`src/hdl/dbra_pkg.sv`:
```
// dbra_pkg: shared types and constants for the deadband report aggregator
// no dependencies

`timescale 1ns / 1ps

package dbra_pkg;

  localparam int unsigned DATA_W  = 32;
  localparam int unsigned TOTAL_W = 48;
  localparam int unsigned PROD_W  = 64;
  localparam int unsigned ADDR_W  = 4;
  localparam int unsigned IDX_W   = 2;

  // register index, taken from paddr[3:2]
  localparam logic [IDX_W-1:0] REG_ABSOLUTE_MODE    = 2'd0;
  localparam logic [IDX_W-1:0] REG_CHANGE_THRESHOLD = 2'd1;
  localparam logic [IDX_W-1:0] REG_RATE_LIMIT       = 2'd2;

  // input action codes
  localparam logic ACT_SAMPLE       = 1'b0;
  localparam logic ACT_WINDOW_RESET = 1'b1;

  // percent test scale: 100 in Q16.16
  localparam logic [PROD_W-1:0] PCT_SCALE = 64'd6553600;

  localparam logic signed [TOTAL_W-1:0] TOTAL_MAX = 48'sh7FFF_FFFF_FFFF;
  localparam logic signed [TOTAL_W-1:0] TOTAL_MIN = 48'sh8000_0000_0000;
  localparam logic [DATA_W-1:0]         COUNT_MAX = 32'hFFFF_FFFF;

  typedef struct packed {
    logic                      report_valid;
    logic signed [DATA_W-1:0]  report_value;
    logic signed [DATA_W-1:0]  window_min;
    logic signed [DATA_W-1:0]  window_max;
    logic signed [TOTAL_W-1:0] window_total;
    logic [DATA_W-1:0]         sample_count;
  } result_t;

endpackage

```
`src/hdl/deadband_report_aggregator_core.sv`:
```
// deadband_report_aggregator_core: report-by-exception with deadband and rate limit
// depends on dbra_pkg
//
// input channel: in_valid / in_stall carries a request (action, sample, tick);
// action selects a new sample or a statistics window reset.
// output channel: out_valid / out_stall carries one result per request with the
// report flag, reported value and the window min, max, total and count.
// a request is taken when valid is high and stall is low at a rising edge.
// out_valid rises once an accepted request has passed the input register,
// then the statistics and report decision in one pass into the result register.
// throughput is one request per cycle while out_stall is low; the per-request state
// loop (last reported value, tick and window statistics) closes in that single pass.
// when the receiver stalls, the result register holds and one more request
// waits in the input register; in_stall rises only when both are full.
// configuration goes through an APB-style port, pready is always high;
// registers: absolute mode at 0x0, change threshold at 0x4, rate limit at 0x8.
// rst_n is synchronous active low: it clears both channels, the statistics,
// the last reported value and tick, and all configuration registers.

`timescale 1ns / 1ps

module deadband_report_aggregator_core (
  input  logic                                 clk,
  input  logic                                 rst_n,
  input  logic                                 in_valid,
  output logic                                 in_stall,
  input  logic                                 in_action,
  input  logic signed [dbra_pkg::DATA_W-1:0]   in_sample_value,
  input  logic [dbra_pkg::DATA_W-1:0]          in_now_tick,
  output logic                                 out_valid,
  input  logic                                 out_stall,
  output logic                                 out_report_valid,
  output logic signed [dbra_pkg::DATA_W-1:0]   out_report_value,
  output logic signed [dbra_pkg::DATA_W-1:0]   out_window_min,
  output logic signed [dbra_pkg::DATA_W-1:0]   out_window_max,
  output logic signed [dbra_pkg::TOTAL_W-1:0]  out_window_total,
  output logic [dbra_pkg::DATA_W-1:0]          out_sample_count,
  input  logic                                 psel,
  input  logic                                 penable,
  input  logic                                 pwrite,
  input  logic [dbra_pkg::ADDR_W-1:0]          paddr,
  input  logic [dbra_pkg::DATA_W-1:0]          pwdata,
  output logic [dbra_pkg::DATA_W-1:0]          prdata,
  output logic                                 pready
);

  localparam int unsigned W  = dbra_pkg::DATA_W;
  localparam int unsigned TW = dbra_pkg::TOTAL_W;
  localparam int unsigned PW = dbra_pkg::PROD_W;

  // configuration
  logic         absolute_mode_r;
  logic [W-1:0] change_threshold_r;
  logic [W-1:0] gap_limit_r;
  logic         cfg_write;
  logic [dbra_pkg::IDX_W-1:0] cfg_idx;

  assign pready    = 1'b1;
  assign cfg_write = psel && penable && pwrite;
  assign cfg_idx   = paddr[3:2];

  always_ff @(posedge clk) begin
    if (!rst_n) begin
      absolute_mode_r    <= 1'b0;
      change_threshold_r <= '0;
      gap_limit_r        <= '0;
    end else if (cfg_write) begin
      case (cfg_idx)
        dbra_pkg::REG_ABSOLUTE_MODE:    absolute_mode_r    <= pwdata[0];
        dbra_pkg::REG_CHANGE_THRESHOLD: change_threshold_r <= pwdata;
        dbra_pkg::REG_RATE_LIMIT:       gap_limit_r        <= pwdata;
        default: ;
      endcase
    end
  end

  always_comb begin
    case (cfg_idx)
      dbra_pkg::REG_ABSOLUTE_MODE:    prdata = {{(W-1){1'b0}}, absolute_mode_r};
      dbra_pkg::REG_CHANGE_THRESHOLD: prdata = change_threshold_r;
      dbra_pkg::REG_RATE_LIMIT:       prdata = gap_limit_r;
      default:                        prdata = '0;
    endcase
  end

  // input register
  logic                in_valid_r, in_valid_nxt;
  logic                in_action_r;
  logic signed [W-1:0] in_sample_r;
  logic [W-1:0]        in_tick_r;
  logic                out_valid_r, out_valid_nxt;
  logic                out_free;
  logic                process;
  logic                in_take;

  assign out_free = !out_valid_r || !out_stall;
  assign process  = in_valid_r && out_free;
  assign in_stall = in_valid_r && !out_free;
  assign in_take  = in_valid && !in_stall;

  always_comb begin
    in_valid_nxt = in_valid_r;
    if (in_take) begin
      in_valid_nxt = 1'b1;
    end else if (process) begin
      in_valid_nxt = 1'b0;
    end
    out_valid_nxt = out_valid_r;
    if (process) begin
      out_valid_nxt = 1'b1;
    end else if (!out_stall) begin
      out_valid_nxt = 1'b0;
    end
  end

  always_ff @(posedge clk) begin
    if (!rst_n) begin
      in_valid_r  <= 1'b0;
      out_valid_r <= 1'b0;
    end else begin
      in_valid_r  <= in_valid_nxt;
      out_valid_r <= out_valid_nxt;
    end
  end

  always_ff @(posedge clk) begin
    if (in_take) begin
      in_action_r <= in_action;
      in_sample_r <= in_sample_value;
      in_tick_r   <= in_now_tick;
    end
  end

  // window and report state
  logic signed [W-1:0]  min_r, min_nxt;
  logic signed [W-1:0]  max_r, max_nxt;
  logic signed [TW-1:0] sum_r, sum_nxt;
  logic [W-1:0]         count_r, count_nxt;
  logic signed [W-1:0]  current_r, current_nxt;
  logic signed [W-1:0]  last_rep_r, last_rep_nxt;
  logic [W-1:0]         last_tick_r, last_tick_nxt;

  logic signed [TW:0]   sum_wide;
  logic signed [W:0]    diff;
  logic [W:0]           diff_neg;
  logic [W-1:0]         delta;
  logic [W:0]           last_neg;
  logic [W-1:0]         abs_last;
  logic [PW-1:0]        pct_lhs;
  logic [PW-1:0]        pct_rhs;
  logic [W-1:0]         tick_diff;
  logic                 change_ok;
  logic                 report;
  dbra_pkg::result_t    res_nxt, res_r;

  always_comb begin
    sum_wide  = {sum_r[TW-1], sum_r} + {{(TW-W+1){in_sample_r[W-1]}}, in_sample_r};
    diff      = {last_rep_r[W-1], last_rep_r} - {in_sample_r[W-1], in_sample_r};
    diff_neg  = -diff;
    delta     = diff[W] ? diff_neg[W-1:0] : diff[W-1:0];
    last_neg  = -{last_rep_r[W-1], last_rep_r};
    abs_last  = last_rep_r[W-1] ? last_neg[W-1:0] : last_rep_r;
    pct_lhs   = {{(PW-W){1'b0}}, delta} * dbra_pkg::PCT_SCALE;
    pct_rhs   = {{(PW-W){1'b0}}, change_threshold_r} * {{(PW-W){1'b0}}, abs_last};
    tick_diff = in_tick_r - last_tick_r;

    if (absolute_mode_r) begin
      change_ok = delta > change_threshold_r;
    end else begin
      change_ok = pct_lhs > pct_rhs;
    end
    report = (in_action_r == dbra_pkg::ACT_SAMPLE) && (change_threshold_r != '0) &&
             change_ok && (tick_diff > gap_limit_r);

    min_nxt       = min_r;
    max_nxt       = max_r;
    sum_nxt       = sum_r;
    count_nxt     = count_r;
    current_nxt   = current_r;
    last_rep_nxt  = last_rep_r;
    last_tick_nxt = last_tick_r;

    case (in_action_r)
      dbra_pkg::ACT_WINDOW_RESET: begin
        sum_nxt       = '0;
        count_nxt     = '0;
        last_rep_nxt  = current_r;
        last_tick_nxt = in_tick_r;
      end
      default: begin
        if (count_r == '0) begin
          min_nxt = in_sample_r;
          max_nxt = in_sample_r;
        end else begin
          if (in_sample_r < min_r) min_nxt = in_sample_r;
          if (in_sample_r > max_r) max_nxt = in_sample_r;
        end
        if (sum_wide[TW] != sum_wide[TW-1]) begin
          sum_nxt = sum_wide[TW] ? dbra_pkg::TOTAL_MIN : dbra_pkg::TOTAL_MAX;
        end else begin
          sum_nxt = sum_wide[TW-1:0];
        end
        if (count_r != dbra_pkg::COUNT_MAX) count_nxt = count_r + 1'b1;
        current_nxt = in_sample_r;
        if (report) begin
          last_rep_nxt  = in_sample_r;
          last_tick_nxt = in_tick_r;
        end
      end
    endcase

    res_nxt.report_valid = report;
    res_nxt.report_value = report ? in_sample_r : '0;
    res_nxt.window_min   = min_nxt;
    res_nxt.window_max   = max_nxt;
    res_nxt.window_total = sum_nxt;
    res_nxt.sample_count = count_nxt;
  end

  always_ff @(posedge clk) begin
    if (!rst_n) begin
      min_r       <= '0;
      max_r       <= '0;
      sum_r       <= '0;
      count_r     <= '0;
      current_r   <= '0;
      last_rep_r  <= '0;
      last_tick_r <= '0;
    end else if (process) begin
      min_r       <= min_nxt;
      max_r       <= max_nxt;
      sum_r       <= sum_nxt;
      count_r     <= count_nxt;
      current_r   <= current_nxt;
      last_rep_r  <= last_rep_nxt;
      last_tick_r <= last_tick_nxt;
    end
  end

  always_ff @(posedge clk) begin
    if (process) begin
      res_r <= res_nxt;
    end
  end

  assign out_valid        = out_valid_r;
  assign out_report_valid = res_r.report_valid;
  assign out_report_value = res_r.report_value;
  assign out_window_min   = res_r.window_min;
  assign out_window_max   = res_r.window_max;
  assign out_window_total = res_r.window_total;
  assign out_sample_count = res_r.sample_count;

`ifndef SYNTHESIS
  a_no_value_without_report: assert property (@(posedge clk) disable iff (!rst_n)
    out_valid_r && !res_r.report_valid |-> res_r.report_value == '0)
    else $error("report value nonzero without report");

  a_empty_window_zero_total: assert property (@(posedge clk) disable iff (!rst_n)
    out_valid_r && res_r.sample_count == '0 |-> res_r.window_total == '0)
    else $error("empty window with nonzero total");

  a_min_not_above_max: assert property (@(posedge clk) disable iff (!rst_n)
    out_valid_r && res_r.sample_count != '0 |-> res_r.window_min <= res_r.window_max)
    else $error("window min above max");

  a_report_updates_last: assert property (@(posedge clk) disable iff (!rst_n)
    process && report |=> last_rep_r == $past(in_sample_r) && last_tick_r == $past(in_tick_r))
    else $error("report did not update last reported state");

  a_stall_only_when_full: assert property (@(posedge clk) disable iff (!rst_n)
    in_stall |-> in_valid_r && out_valid_r)
    else $error("input stalled with free space");
`endif

endmodule

```
`config.mk`:
```
export PLATFORM = sky130hd
export DESIGN_NAME = deadband_report_aggregator_core
export DESIGN_NICKNAME = d
export VERILOG_FILES = /design/src/hdl/dbra_pkg.sv /design/src/hdl/deadband_report_aggregator_core.sv
export SDC_FILE = /design/constraint.sdc
export NUM_CORES = 2
export LEC_CHECK = 0
export ABC_AREA = 1
export BUFFER_PORTS_ARGS = -buffer_cell sky130_fd_sc_hd__buf_2
export CORE_UTILIZATION = 60
export DETAILED_ROUTE_END_ITERATION = 6
export GPL_TIMING_DRIVEN = 0
export PLACE_DENSITY = 0.89
export SYNTH_ARGS = -nofsm -noshare
export SYNTH_HDL_FRONTEND = slang
export SYNTH_SLANG_ARGS = --single-unit
```
`constraint.sdc`:
```
create_clock -name clk -period 13.5 [get_ports clk]
set_input_delay 1.35 -clock clk [delete_from_list [all_inputs] [get_ports clk]]
set_output_delay 1.35 -clock clk [all_outputs]
set_load 0.05 [all_outputs]
```
==> qor.csv <==
metric,value,unit
run_status,"complete, but fails checks",
violations,"capacitance limit, slew limit",
synth-seq-cells,549,
postLayoutCellArea,76400,sq um
yosys-top-cells-area,"fa_1, ha_1, nand2_1",
dpl_cell_area,74300,sq um
crit_path_top_delay_cell,clkinv_1,
p_leak,38.5,nW
initial_core_util,0.607,
coreArea,117000,sq um
cp-start-kind,register,
switchingPower,10.4,mW
r2r-end,last_tick_r[24],
root_buffer,clkbuf_16,
drt_pass1_iterations,6,
vias,66505,
fill_cells,9988,
avgSynthCellArea,7.68,sq um
power.total,18.2,mW
ys_async_sr_fraction,0,
die-area,119000,sq um
hp-start,current_r[9],
reg2reg_from,change_threshold_r[12],
synth_top_cell_by_area,fa_1,
yosys_warnings,0,
area_delta_synth_final,8.06,%
gr-total-overflow,0,
fin_crit_sh,0.989,
postCtsSetupRepairBufs,0,
tritoncts,yes,
drive_gt1_frac,0.0550,
gr-usage-all-layers,0.444,
comb_power_share,0.794,
drc,0,
drt_iter0_drc,7973,
setup_viol,0,
r2r_slack,0.15,ns
crit_type,register to register,
clock_sinks,549,
cts_buffers,55,
internal_power,7.84,mW
synth_top_area_share,0.262,
synthDistinctLibCells,59,
hold_end,current_r[9],
synth_common_cells,"nand2_1, inv_1, fa_1",
ir_worst_vdd,673,uV
hold_violations,0,
slowest_delay,1.16,ns
ys_seq_area_frac,0.190,
drv_slew,55,
synth-edff-count,242,
vias_per_cell,5.95,
path_clk_slew,0.07,ns
rsz0062_at_grt,false,
post_drt_wl_per_cell,24.0,um
worst_slew_pin_slew,1.68,ns
pin_count,320,
holdCritPathClass,register to register,
swShare,0.570,
worst_ep_required_time,14.07,ns
cellPowerDensity,239,nW/um^2
p_clk_frac,0.091,
clock_skew,0.0256,ns
grt_pass1_vias,64674,
relSlewSlack,-0.123,
gp_congestion,1.09,
r2r_cells,46,
cap_violations,5,
yosys.cell_count.top_type,nand2_1,
dpl.hpwl,223000,um
fmax,0.0749,GHz
path_common_cell,nand2_1,
clockBufferDepth,3,
worst-path-max-fanout,10,
end_kind,register,
ant_nets,0,
layout.nets,11255,
grt_pass1_wl,395000,um
cp.arrival,13.92,ns
power_frac_seq,0.115,
period_needed,13.35,ns
die_w,345,um
row_count,125,
h-tree-depth,2,
synthCells,9200,
clk_latency,0.65,ns
yosys_most_used_dff,dfxtp_1,
die-height,345,um
syn_area,70700,sq um
portBuffers,316,
synth_nets,10876,
whs_path_depth,2,
grt_max_degree,58,
antenna_found_initial,30,
routed_wl,268000,um
==> layout by cell type, fill, tap and decap left out, types with 10 or more instances in the layout <==
master	count
nand2_1	1991
inv_1	1921
fa_1	926
nor2_1	867
ha_1	642
a21oi_1	585
o21ai_0	424
buf_2	342
dfxtp_1	307
clkbuf_1	295
edfxtp_1	242
nand3_1	220
xor2_1	141
xnor2_1	87
nor3_1	69
nand4_1	67
clkbuf_16	56
nand3b_1	39
nor4_1	32
o22ai_1	31
a31oi_1	30
clkinv_1	26
o211ai_1	22
diode_2	19
o21a_1	19
nor2_2	16
buf_1	15
a211oi_1	15
clkbuf_2	13
o21bai_1	11
o221ai_1	11
a21o_1	10
and3_1	10
buf_4	10
==> final cells by class <==
cell class              instances  area (sq um)  area share
multi-input cells            6344         48600       0.636
flip-flops and latches        549         13400       0.176
inverters                    1951          7330      0.0959
well taps                    1524          1910      0.0250
repair buffers                323          1730      0.0226
clock buffers                  70          1500      0.0197
plain buffers                 355          1450      0.0190
clock inverters                33           423     0.00554
diodes                         19          47.5    0.000622
==> worst max-delay path by stage <==
stage | cells past startpoint | start | to | slack (ns)
floorplan | 55 | last_rep_r[0] | last_tick_r[28] | 3.81
global placement | 52 | last_rep_r[0] | out_report_value[28] | -0.18
detailed placement | 52 | last_rep_r[0] | out_report_value[28] | -0.44
CTS | 58 | last_rep_r[0] | last_tick_r[24] | 0.08
global route | 57 | last_rep_r[0] | last_rep_r[23] | 0.03
finish | 46 | change_threshold_r[12] | last_tick_r[24] | 0.15
==> critical path, delay by kind of cell (launching register included) <==
family | cells | cell delay, ns
adders and majority gates | 10 | 4.59
xor gates and xnor gates | 1 | 0.36
DFF | 1 | 0.33
buffers and inverters | 8 | 3.53
and+or+nand+nor | 25 | 3.87
AOI/OAI and AO/OA | 2 | 0.53
==> power by group through the flow <==
stage / combinational (mW) / sequential, mW / clock [mW]
6_report: 14.5 / 2.09 / 1.66
5_1_grt: 16.2 / 2.10 / 1.72
4_1_cts: 14.0 / 2.08 / 1.66
3_5_place_dp: 13.9 / 2.12 / 0
3_3_place_gp: 13.5 / 2.12 / 0
2_1_floorplan: 9.81 / 2.27 / 0
==> per-stage QoR <==
stage / cells / hold slack, ns / util / setup WS, ns / setup TNS, ns
floorplan: 9200 / 0.441 / - / 3.81 / 0
global placement: 11040 / 0.449 / 0.637 / -0.181 / -1.46
detailed placement: 11046 / 0.453 / 0.638 / -0.435 / -18.78
CTS: 11148 / 0.464 / 0.655 / 0.0773 / 0
global route: 11156 / 0.487 / 0.655 / 0.0285 / 0
finish: 11168 / 0.466 / 0.656 / 0.149 / 0
==> cells by family after synthesis <==
family,synth area share
flops,0.190
xor+xnor,0.0287
simple gates,0.192
compound gates,0.0902
fa+ha+maj,0.376
buf+inv,0.124
mux,0.000142
other cells,0.0000530
==> routing by layer <==
layer	track usage	share of wire	vias to the layer above
met5	0	0.00074	-
met4	0.281	0.079	26
met3	0.142	0.14	1006
met2	0.642	0.41	4479
met1	0.577	0.37	31907
li1	-	-	29087
==> repair_timing <==
| action | in CTS | in global routing |
|---|---|---|
| resized for setup | 3 | 31 |
| endpoints found under the setup margin | 93 | 97 |
| hold buffers | 0 | 0 |
Power figures use the tool's default switching activity.
